[config.mk]
export PLATFORM = sky130hd
export DESIGN_NAME = capture_pixel_format_converter_unit
export DESIGN_NICKNAME = d
export VERILOG_FILES = /design/src/rtl/cpfc_pkg.sv /design/src/rtl/cpfc_lane.sv /design/src/rtl/cpfc_merge.sv /design/src/rtl/capture_pixel_format_converter_unit.sv
export SDC_FILE = /design/constraint.sdc
export NUM_CORES = 1
export LEC_CHECK = 0
export BUFFER_PORTS_ARGS = -buffer_cell sky130_fd_sc_hd__clkbuf_2
export CAP_MARGIN = 10
export CORE_MARGIN = 5
export CORE_UTILIZATION = 39
export DETAILED_ROUTE_END_ITERATION = 8
export SETUP_SLACK_MARGIN = 0.05
export SLEW_MARGIN = 40
export SYNTH_ARGS = -nofsm -noshare
export SYNTH_HDL_FRONTEND = slang
export SYNTH_HIERARCHICAL = 1
export SYNTH_SLANG_ARGS = --single-unit
[constraint.sdc]
create_clock -name clk -period 9 [get_ports clk]
set_input_delay 1.8 -clock clk [delete_from_list [all_inputs] [get_ports clk]]
set_output_delay 1.8 -clock clk [all_outputs]
set_load 0.02 [all_outputs]
[src/rtl/cpfc_pkg.sv]
package cpfc_pkg;

	typedef enum logic [1:0] {
		FMT_YUV422 = 2'd0,
		FMT_RGB555 = 2'd1,
		FMT_RGB888 = 2'd2
	} fmt_t;

	typedef enum logic {
		CFG_SOURCE_FORMAT = 1'b0,
		CFG_GRAY_OUTPUT   = 1'b1
	} cfg_idx_t;

	localparam int unsigned PixW  = 24;
	localparam int unsigned ChanW = 8;
	localparam int unsigned CfgW  = 2;
	localparam int unsigned AccW  = 21;

	localparam logic signed [AccW-1:0] CoefRv = 21'sd1404;
	localparam logic signed [AccW-1:0] CoefGv = 21'sd715;
	localparam logic signed [AccW-1:0] CoefGu = 21'sd344;
	localparam logic signed [AccW-1:0] CoefBu = 21'sd1774;

	localparam logic [ChanW-1:0] YMin = 8'd16;
	localparam logic [ChanW-1:0] YMax = 8'd235;
	localparam logic [ChanW-1:0] ChanMax = 8'hFF;

	typedef struct packed {
		logic [ChanW-1:0] gray;
		logic [ChanW-1:0] red;
		logic [ChanW-1:0] green;
		logic [ChanW-1:0] blue;
	} pixel_t;

endpackage

[src/rtl/cpfc_lane.sv]
module cpfc_lane (
	input  logic                         clk,
	input  logic                         load,
	input  logic [cpfc_pkg::PixW-1:0]    word,
	input  logic [cpfc_pkg::ChanW-1:0]   u_byte,
	input  logic [cpfc_pkg::ChanW-1:0]   v_byte,
	input  cpfc_pkg::fmt_t               fmt,
	input  logic                         gray,
	output cpfc_pkg::pixel_t             pix
);

	localparam int unsigned AW = cpfc_pkg::AccW;
	localparam int unsigned CW = cpfc_pkg::ChanW;

	logic [CW-1:0]        y_clamp;
	logic signed [CW-1:0] u_sgn;
	logic signed [CW-1:0] v_sgn;
	logic signed [AW-1:0] u_ext;
	logic signed [AW-1:0] v_ext;

	logic signed [AW-1:0] s_s1;
	logic signed [AW-1:0] rv_s1;
	logic signed [AW-1:0] gv_s1;
	logic signed [AW-1:0] gu_s1;
	logic signed [AW-1:0] bu_s1;
	logic [cpfc_pkg::PixW-1:0] word_s1;

	logic signed [AW-1:0] sum_r;
	logic signed [AW-1:0] sum_g;
	logic signed [AW-1:0] sum_b;
	logic [15:0]          w16;

	function automatic logic [CW-1:0] to_chan(input logic signed [AW-1:0] x);
		logic [CW-1:0] res;
		if (x[AW-1]) begin
			res = '0;
		end else if (x[AW-2:10] > {{(AW-2-10+1-CW){1'b0}}, cpfc_pkg::ChanMax}) begin
			res = cpfc_pkg::ChanMax;
		end else begin
			res = x[CW+9:10];
		end
		return res;
	endfunction

	// byte minus 128 is the byte with its top bit flipped
	assign u_sgn = {~u_byte[CW-1], u_byte[CW-2:0]};
	assign v_sgn = {~v_byte[CW-1], v_byte[CW-2:0]};
	assign u_ext = {{(AW-CW){u_sgn[CW-1]}}, u_sgn};
	assign v_ext = {{(AW-CW){v_sgn[CW-1]}}, v_sgn};

	always_comb begin
		if (word[CW-1:0] < cpfc_pkg::YMin) begin
			y_clamp = cpfc_pkg::YMin;
		end else if (word[CW-1:0] > cpfc_pkg::YMax) begin
			y_clamp = cpfc_pkg::YMax;
		end else begin
			y_clamp = word[CW-1:0];
		end
	end

	always_ff @(posedge clk) begin
		if (load) begin
			s_s1    <= {{(AW-CW-10){1'b0}}, y_clamp, 10'b0};
			rv_s1   <= v_ext * cpfc_pkg::CoefRv;
			gv_s1   <= v_ext * cpfc_pkg::CoefGv;
			gu_s1   <= u_ext * cpfc_pkg::CoefGu;
			bu_s1   <= u_ext * cpfc_pkg::CoefBu;
			word_s1 <= word;
		end
	end

	assign sum_r = s_s1 + rv_s1;
	assign sum_g = s_s1 - gv_s1 - gu_s1;
	assign sum_b = s_s1 + bu_s1;
	assign w16   = word_s1[15:0];

	always_comb begin
		pix = '0;
		case (fmt)
			cpfc_pkg::FMT_YUV422: begin
				if (gray) begin
					pix.gray = w16[7:0];
				end else begin
					pix.red   = to_chan(sum_r);
					pix.green = to_chan(sum_g);
					pix.blue  = to_chan(sum_b);
				end
			end
			cpfc_pkg::FMT_RGB555: begin
				if (gray) begin
					pix.gray = {w16[14:10], 3'b0};
				end else begin
					pix.red   = {w16[14:10], 3'b0};
					pix.green = {w16[9:5], 3'b0};
					pix.blue  = {w16[4:0], 3'b0};
				end
			end
			cpfc_pkg::FMT_RGB888: begin
				if (gray) begin
					pix.gray = word_s1[7:0];
				end else begin
					pix.blue  = word_s1[7:0];
					pix.green = word_s1[15:8];
					pix.red   = word_s1[23:16];
				end
			end
			default: begin
				pix = '0;
			end
		endcase
	end

endmodule

[src/rtl/cpfc_merge.sv]
module cpfc_merge (
	input  logic                       clk,
	input  logic                       arst_n,
	input  logic                       s1_valid,
	input  cpfc_pkg::pixel_t           pix_first,
	input  cpfc_pkg::pixel_t           pix_second,
	input  logic                       out_stall,
	output logic                       s2_free,
	output logic                       out_valid,
	output logic [cpfc_pkg::ChanW-1:0] blue_first,
	output logic [cpfc_pkg::ChanW-1:0] green_first,
	output logic [cpfc_pkg::ChanW-1:0] red_first,
	output logic [cpfc_pkg::ChanW-1:0] blue_second,
	output logic [cpfc_pkg::ChanW-1:0] green_second,
	output logic [cpfc_pkg::ChanW-1:0] red_second,
	output logic [cpfc_pkg::ChanW-1:0] gray_first,
	output logic [cpfc_pkg::ChanW-1:0] gray_second
);

	logic             valid_s2;
	cpfc_pkg::pixel_t first_s2;
	cpfc_pkg::pixel_t second_s2;

	assign s2_free = !valid_s2 || !out_stall;

	always_ff @(posedge clk or negedge arst_n) begin
		if (!arst_n) begin
			valid_s2 <= 1'b0;
		end else if (s2_free) begin
			valid_s2 <= s1_valid;
		end
	end

	always_ff @(posedge clk) begin
		if (s2_free && s1_valid) begin
			first_s2  <= pix_first;
			second_s2 <= pix_second;
		end
	end

	assign out_valid    = valid_s2;
	assign blue_first   = first_s2.blue;
	assign green_first  = first_s2.green;
	assign red_first    = first_s2.red;
	assign gray_first   = first_s2.gray;
	assign blue_second  = second_s2.blue;
	assign green_second = second_s2.green;
	assign red_second   = second_s2.red;
	assign gray_second  = second_s2.gray;

endmodule

[src/rtl/capture_pixel_format_converter_unit.sv]
// Converts one pair of adjacent capture pixels per item into two 8-bit BGR pixels or two
// gray bytes, as set by source_format (0 YUV 4:2:2 with shared U/V and CCIR 601
// coefficients, 1 RGB555, 2 RGB888, 3 gives all zero) and gray_output. One item is taken
// every clock while in_stall is low; each result passes through the coefficient multiply
// stage in each pixel lane and then the output register. The
// output register lets a new item enter while a result waits on out_stall. Write the
// configuration only while no items are in flight.
module capture_pixel_format_converter_unit (
	input  logic                       clk,
	input  logic                       arst_n,
	input  logic                       cfg_wr_en,
	input  logic                       cfg_index,
	input  logic [cpfc_pkg::CfgW-1:0]  cfg_data,
	input  logic                       in_valid,
	output logic                       in_stall,
	input  logic [cpfc_pkg::PixW-1:0]  first_source_pixel,
	input  logic [cpfc_pkg::PixW-1:0]  second_source_pixel,
	output logic                       out_valid,
	input  logic                       out_stall,
	output logic [cpfc_pkg::ChanW-1:0] blue_first,
	output logic [cpfc_pkg::ChanW-1:0] green_first,
	output logic [cpfc_pkg::ChanW-1:0] red_first,
	output logic [cpfc_pkg::ChanW-1:0] blue_second,
	output logic [cpfc_pkg::ChanW-1:0] green_second,
	output logic [cpfc_pkg::ChanW-1:0] red_second,
	output logic [cpfc_pkg::ChanW-1:0] gray_first,
	output logic [cpfc_pkg::ChanW-1:0] gray_second
);

	cpfc_pkg::fmt_t   source_format_q;
	logic             gray_output_q;
	logic             valid_s1;
	logic             s1_en;
	logic             s2_free;
	cpfc_pkg::pixel_t pix_first;
	cpfc_pkg::pixel_t pix_second;

	always_ff @(posedge clk or negedge arst_n) begin
		if (!arst_n) begin
			source_format_q <= cpfc_pkg::FMT_YUV422;
			gray_output_q   <= 1'b0;
		end else if (cfg_wr_en) begin
			case (cfg_index)
				cpfc_pkg::CFG_SOURCE_FORMAT: source_format_q <= cpfc_pkg::fmt_t'(cfg_data);
				cpfc_pkg::CFG_GRAY_OUTPUT:   gray_output_q   <= cfg_data[0];
				default: begin
					gray_output_q <= gray_output_q;
				end
			endcase
		end
	end

	assign s1_en    = !valid_s1 || s2_free;
	assign in_stall = !s1_en;

	always_ff @(posedge clk or negedge arst_n) begin
		if (!arst_n) begin
			valid_s1 <= 1'b0;
		end else if (s1_en) begin
			valid_s1 <= in_valid;
		end
	end

	// both lanes share U from the first word and V from the second
	cpfc_lane u_lane_first (
		.clk    (clk),
		.load   (s1_en && in_valid),
		.word   (first_source_pixel),
		.u_byte (first_source_pixel[15:8]),
		.v_byte (second_source_pixel[15:8]),
		.fmt    (source_format_q),
		.gray   (gray_output_q),
		.pix    (pix_first)
	);

	cpfc_lane u_lane_second (
		.clk    (clk),
		.load   (s1_en && in_valid),
		.word   (second_source_pixel),
		.u_byte (first_source_pixel[15:8]),
		.v_byte (second_source_pixel[15:8]),
		.fmt    (source_format_q),
		.gray   (gray_output_q),
		.pix    (pix_second)
	);

	cpfc_merge u_merge (
		.clk          (clk),
		.arst_n       (arst_n),
		.s1_valid     (valid_s1),
		.pix_first    (pix_first),
		.pix_second   (pix_second),
		.out_stall    (out_stall),
		.s2_free      (s2_free),
		.out_valid    (out_valid),
		.blue_first   (blue_first),
		.green_first  (green_first),
		.red_first    (red_first),
		.blue_second  (blue_second),
		.green_second (green_second),
		.red_second   (red_second),
		.gray_first   (gray_first),
		.gray_second  (gray_second)
	);

endmodule

# Word-level counts from Yosys, hierarchy flattened
# Cells that the tools add are included.
dict set report totals {
  regBits 211
  out_inout_bits 66
}
dict set report classes {
  n_addsub 8
  multipliers 4
  order_cmp 10
  n_eq_ne 2
  mux 26
  bitwise 3
  reduce_logical 13
}
# operator n
set ops {}
lappend ops {{$pmux W32 S3} 2}
lappend ops {{$mux W24} 6}
lappend ops {{$mux W8} 18}
lappend ops {{$add A19 B21 Y21} 4}
lappend ops {{$gt A10 B8 Y1 const B} 6}
lappend ops {{$sub A19 B21 Y21} 2}
lappend ops {{$sub A21 B21 Y21} 2}
lappend ops {{$mul A8 B11 Y19 const B} 2}
lappend ops {{$mul A8 B10 Y18 const B} 1}
lappend ops {{$gt A8 B8 Y1 const B} 2}
lappend ops {{$lt A8 B5 Y1 const B} 2}
lappend ops {{$mul A8 B7 Y15 const B} 1}
lappend ops {{$logic_not A1 Y1} 4}
lappend ops {{$reduce_and A2 Y1} 2}
lappend ops {{$reduce_or A2 Y1} 2}
lappend ops {{$not A1 Y1} 3}
lappend ops {{$eq A2 B1 Y1 const B} 1}
lappend ops {{$eq A2 B2 Y1 const B} 1}
lappend ops {{$logic_and A1 B1 Y1} 2}
lappend ops {{$logic_not A2 Y1} 1}
lappend ops {{$logic_or A1 B1 Y1} 2}

# Logic depth before layout (Yosys ltp)
dict set report logic_depth {
  word_depth 7
  depth_mapped 19
  ltp_nobuf 19
}

# Cells and area by module
# The synthesis kept the hierarchy.
# mod n_inst cells_per_inst area_per_inst_um2 seq_area_each_um2
set by_module_without_submodules {}
lappend by_module_without_submodules {{cpfc_lane (u_lane_second)} 1 997 10156.0 2582.5}
lappend by_module_without_submodules {{cpfc_lane (u_lane_first)} 1 971 10121.0 2582.5}
lappend by_module_without_submodules {cpfc_merge 1 68 1969.4 1946.9}
lappend by_module_without_submodules {capture_pixel_format_converter_unit 1 13 177.7 100.1}

# Worst setup path before layout
# OpenSTA, ideal clock, no wires.
dict set report synth_timing {
  path_kind {input-to-reg}
  startpoint {in out_stall}
  endpoint {reg u_lane_first.bu_s1[10] (enable)}
  setup_ns 0.553
  arrival_time_ns 5.907
  path_slack_ns 2.541
  path_stages 3
  cell_sequence {nand2_1 nand2b_1 and2_1}
}
dict set report synth_between {
  elab_chain_len 4
}
# element line
set synth_rtl {}
lappend synth_rtl {{start: declaration} capture_pixel_format_converter_unit.sv:19} ;# input logic out_stall,
lappend synth_rtl {{$logic_not A1 Y1} cpfc_merge.sv:24} ;# assign s2_free = !valid_s2 || !out_stall;
lappend synth_rtl {{$logic_or A1 B1 Y1} cpfc_merge.sv:24}
lappend synth_rtl {{$logic_or A1 B1 Y1} capture_pixel_format_converter_unit.sv:53} ;# assign s1_en = !valid_s1 || s2_free;
lappend synth_rtl {{$logic_and A1 B1 Y1} capture_pixel_format_converter_unit.sv:67} ;# .load (s1_en && in_valid),
lappend synth_rtl {{end signal: assignment} cpfc_lane.sv:67} ;# bu_s1 <= u_ext * cpfc_pkg::CoefBu;
lappend synth_rtl {{end: declaration} cpfc_lane.sv:25} ;# logic signed [AW-1:0] bu_s1;
# Every way passes these cells.
# A chain may end at the register's enable or synchronous reset.

# Final worst setup path
dict set report layout_timing {
  startpoint {in first_source_pixel[9] (netlist bit)}
  endpoint {reg u_lane_first.bu_s1[18], data pin}
}
dict set report layout_between {
  elab_chain_len 1
}
# element line
set layout_rtl {}
lappend layout_rtl {{start: declaration} capture_pixel_format_converter_unit.sv:16} ;# input logic [cpfc_pkg::PixW-1:0] first_source_pixel,
lappend layout_rtl {{$mul A8 B11 Y19} cpfc_lane.sv:67}
# Every way passes these cells.

==> reports/summary.md <==
Counting instances in the post-synthesis netlist gives the leading cell types as sky130_fd_sc_hd__ha_1 (396), sky130_fd_sc_hd__inv_1 (382), sky130_fd_sc_hd__edfxtp_1 (236), sky130_fd_sc_hd__fa_1 (164), sky130_fd_sc_hd__a21oi_1 (109). The cell with the most instances after synthesis is sky130_fd_sc_hd__ha_1. The synthesized net count is 2665, and the number of gates resized after CTS is 0. The number of rows in the core area was 87; the core region area was 56700 sq um.

The headroom to the max-slew limit was 0.499; the clock skew was 15.8 ps. For this run, the detailed router's first-pass iteration total came to 7. The clock drives 241 sinks. The HPWL reported at the end of detailed placement is 41100 microns, and the top cell type's share of synthesized area is 0.316. For the routed via count, the log shows 15.1k. The worst setup path is of the in2reg kind.

After clock tree synthesis, the clock-pin slew on the worst setup and hold paths is 60 ps. Subtracting the final worst setup slack from the clock period gives 6170 ps. The run gives 2 as the number of antenna violations at the first check in global routing. The number of max-slew violations in the final report was 0. STA classifies the critical path startpoint as an input pin. The tools report the starting density of the core as 0.395. STA classifies the critical path endpoint as a flop. The maximum fanout along the worst path works out to 17. In the routed design, unresolved DRC markers number 0. The detail route stage leaves a number of antenna-violating nets equal to 0. The deepest level of the CTS H-tree was 1; the height of the die was 250 microns.

For the total clock buffers created by CTS, the log shows 29. The total routed wirelength is 51200 microns. sky130_fd_sc_hd__edfxtp_1 takes more of the synthesized area than any other cell. After detailed routing, the average wire length per cell comes to 17.2 microns. The count of flip-flops with a built-in enable after synthesis is 236, and the number of distinct standard cells referenced by the synthesized netlist is 76. The global routing usage summed across all routing layers is 0.162.

The logs give 0 for the final setup violation count and 3 for the number of buffers between clock root and the deepest sink. TritonCTS built the clock tree. After synthesis the netlist holds a flip-flop and latch count of 241. The share of final-layout standard cells stronger than drive strength 1 was 0.0972. The post-synthesis sequential area ratio is 0.322. Summed over all failing endpoints, the final setup total negative slack is 0 ps. The count of hold-fix buffers inserted at cts came out at 0. For the clock latency reported for the late side of the worst-skew pair, the log shows 570 ps. End of the critical path: u_lane_first/bu_s1[18].

The number of synthesis warnings is 6, and the width of the chip is 250 microns. Across all register-to-register paths, the minimum setup slack is 4990 ps. The final count of hold timing violations was 0; the weighted congestion reported at the end of routability-driven placement was 0.855. Ranked by total cell area, the synthesized netlist is headed by sky130_fd_sc_hd__edfxtp_1 (32%), sky130_fd_sc_hd__ha_1 (22%), sky130_fd_sc_hd__fa_1 (15%). The via count of the first global-routing pass was 15.5k; the worst endpoint data arrival time was 6460 ps. In this run the static leakage power is 12.0 nW. For this block, the initial DRC count from the detailed router was 871.

The utilization after layout is 0.441. The run finished with clean final reports. The share of the cycle needed by the critical path after routing came out at 0.685. The total overflow left after global routing is 0. For the worst setup path, the data required time is 9300 ps. The area growth from synthesis to layout is 11.7%. During placement, the flow inserted port buffers numbering 121.

Based on the critical path, the design can be clocked at up to 0.162 GHz. The die covers 62400 sq um. The cell area that synthesis handed to floorplanning was 22400 sq um. The prevailing post-synth register cell was sky130_fd_sc_hd__edfxtp_1.

A synthesized cell averages 10.9 sq um. The via-per-instance ratio works out to 5.09. The tools report the pin count of the biggest net entering global routing as 80.

Type of the worst min-delay path: reg2reg. IR analysis of the VDD net gives a maximum drop of 184 uV. The first-pass GRT wire length was 82500 microns. Buffers added to address setup during post-CTS repair amount to 0. The count of boundary I/O pins came out at 122.

The slew of the pin with the lowest slew margin works out to 750 ps. In this run the critical register-to-register path is launched from u_lane_second/s_s1[10]. The share of synthesized flip-flops with an asynchronous set or reset is 0.0207. After the last flow step, the layout net total stands at 2808. The endpoint identified for the worst register-to-register timing path is u_merge/green_second[4]. The startpoint of the worst setup timing path is first_source_pixel[9]. The run gives 2049 as the synthesized instance count. CTS placed an instance of sky130_fd_sc_hd__clkbuf_16 at the clock tree root.

The number of cells on the worst reg-to-reg path is 12. Number of violations of the max-capacitance limit: 0. Power spread over the standard cell area amounts to 267 nW/um^2. Setup repair after global routing left no endpoint under its margin.
==> flip-flops by register name, indices dropped and copies added, names as in the netlist, 12 cells and up <==
register and flops:
u_lane_second/bu_s1 12, u_lane_second/gu_s1 13, u_lane_first/word_s1 24, u_lane_first/bu_s1 12, u_lane_first/gv_s1 19, u_lane_second/word_s1 24
u_lane_first/gu_s1 13, u_lane_second/gv_s1 19
==> routing by layer <==
metal | GRT usage | vias up | part of all wire
met1 | 0.220 | 7280 | 0.44
met5 | 0 | - | 0
met4 | 0.0455 | 0 | 0.026
met3 | 0.0277 | 73 | 0.065
met2 | 0.270 | 378 | 0.47
li1 | - | 7374 | -
==> metrics by stage <==
stage          hold WS (ps)  total power, mW  setup WS, ps  cell area (sq um)  instances
6_report                490             6.67          2830              25000       2970
5_1_grt                 503             7.28          2410              25000       2969
4_1_cts                 489             6.73          2820              25000       2969
3_5_place_dp            472             5.44          2220              24000       2917
3_3_place_gp            459             5.36          2330              24000       2916
2_1_floorplan           443             4.54          2540              22400       2049
==> worst max-delay path: stages <==
cell                       delay [ps]
sky130_fd_sc_hd__clkbuf_2         410
sky130_fd_sc_hd__inv_1            100
sky130_fd_sc_hd__ha_1             370
sky130_fd_sc_hd__fa_1             550
sky130_fd_sc_hd__inv_1             50
sky130_fd_sc_hd__fa_1             460
sky130_fd_sc_hd__fa_1             520
sky130_fd_sc_hd__inv_1             40
sky130_fd_sc_hd__ha_1             300
sky130_fd_sc_hd__a21oi_1          130
sky130_fd_sc_hd__o21ai_0          130
sky130_fd_sc_hd__a211oi_1         320
sky130_fd_sc_hd__o21ai_0          150
sky130_fd_sc_hd__o2111a_1         170
sky130_fd_sc_hd__o21a_1           210
sky130_fd_sc_hd__o21a_1           210
sky130_fd_sc_hd__o41ai_1          420
sky130_fd_sc_hd__xnor2_1          110
==> final cells by class <==
class	count	area, sq um
antenna	1	2.50
clock buffer	30	729
clock inverter	22	274
fill	5217	31700
inverter	382	1430
multi-input combinational	1409	13800
sequential	241	7210
tap	756	946
timing repair buffer	129	682
==> worst min-delay path by stage <==
stage	start	endpoint	cells past startpoint
6_report	valid_s1	u_merge/out_valid	1
3_5_place_dp	valid_s1	u_merge/out_valid	1
2_1_floorplan	valid_s1	u_merge/out_valid	1
4_1_cts	valid_s1	u_merge/out_valid	1
3_3_place_gp	valid_s1	u_merge/out_valid	1
5_1_grt	valid_s1	u_merge/out_valid	1
==> cells in the final DEF (no fill, tap or decap), types with 6 or more instances in the layout <==
master and instances:
sky130_fd_sc_hd__a21oi_1 109, sky130_fd_sc_hd__nand3_1 19, sky130_fd_sc_hd__nor2_1 102, sky130_fd_sc_hd__clkbuf_16 29, sky130_fd_sc_hd__o211a_1 6, sky130_fd_sc_hd__a221o_1 17
sky130_fd_sc_hd__o31ai_1 8, sky130_fd_sc_hd__a211oi_1 6, sky130_fd_sc_hd__xor2_1 32, sky130_fd_sc_hd__and2_1 12, sky130_fd_sc_hd__o21a_1 27, sky130_fd_sc_hd__and3_1 10
sky130_fd_sc_hd__clkbuf_2 121, sky130_fd_sc_hd__nand2b_1 27, sky130_fd_sc_hd__fa_1 164, sky130_fd_sc_hd__a22o_1 10, sky130_fd_sc_hd__a31oi_1 12, sky130_fd_sc_hd__nor2b_1 39
sky130_fd_sc_hd__nand2_1 63, sky130_fd_sc_hd__inv_1 382, sky130_fd_sc_hd__or2_2 11, sky130_fd_sc_hd__or3_1 13, sky130_fd_sc_hd__a211o_1 19, sky130_fd_sc_hd__a22oi_1 11
sky130_fd_sc_hd__nor3_1 32, sky130_fd_sc_hd__o21bai_1 21, sky130_fd_sc_hd__edfxtp_1 236, sky130_fd_sc_hd__xnor2_1 82, sky130_fd_sc_hd__a21boi_0 8, sky130_fd_sc_hd__a21o_1 29
sky130_fd_sc_hd__ha_1 396, sky130_fd_sc_hd__buf_4 6, sky130_fd_sc_hd__o21ai_0 46, sky130_fd_sc_hd__bufinv_16 6
==> power breakdown <==
group	switching (mW)	leakage (nW)	internal (mW)
Combinational	2.10	9.12	1.59
Clock	0.482	0.488	0.758
Sequential	0.126	2.35	1.62
==> logic make-up after synthesis <==
family / Yosys count / share of synthesized area
AO/OA/AOI/OAI: 376 / 0.117
AND/OR/NAND/NOR: 353 / 0.0793
flip-flops: 241 / 0.322
buffers and inverters: 399 / 0.0668
multiplexers: 6 / 0.00301
XOR/XNOR: 114 / 0.0445
adder cells (fa/ha/maj): 560 / 0.367
Power figures use the tool's default switching activity.
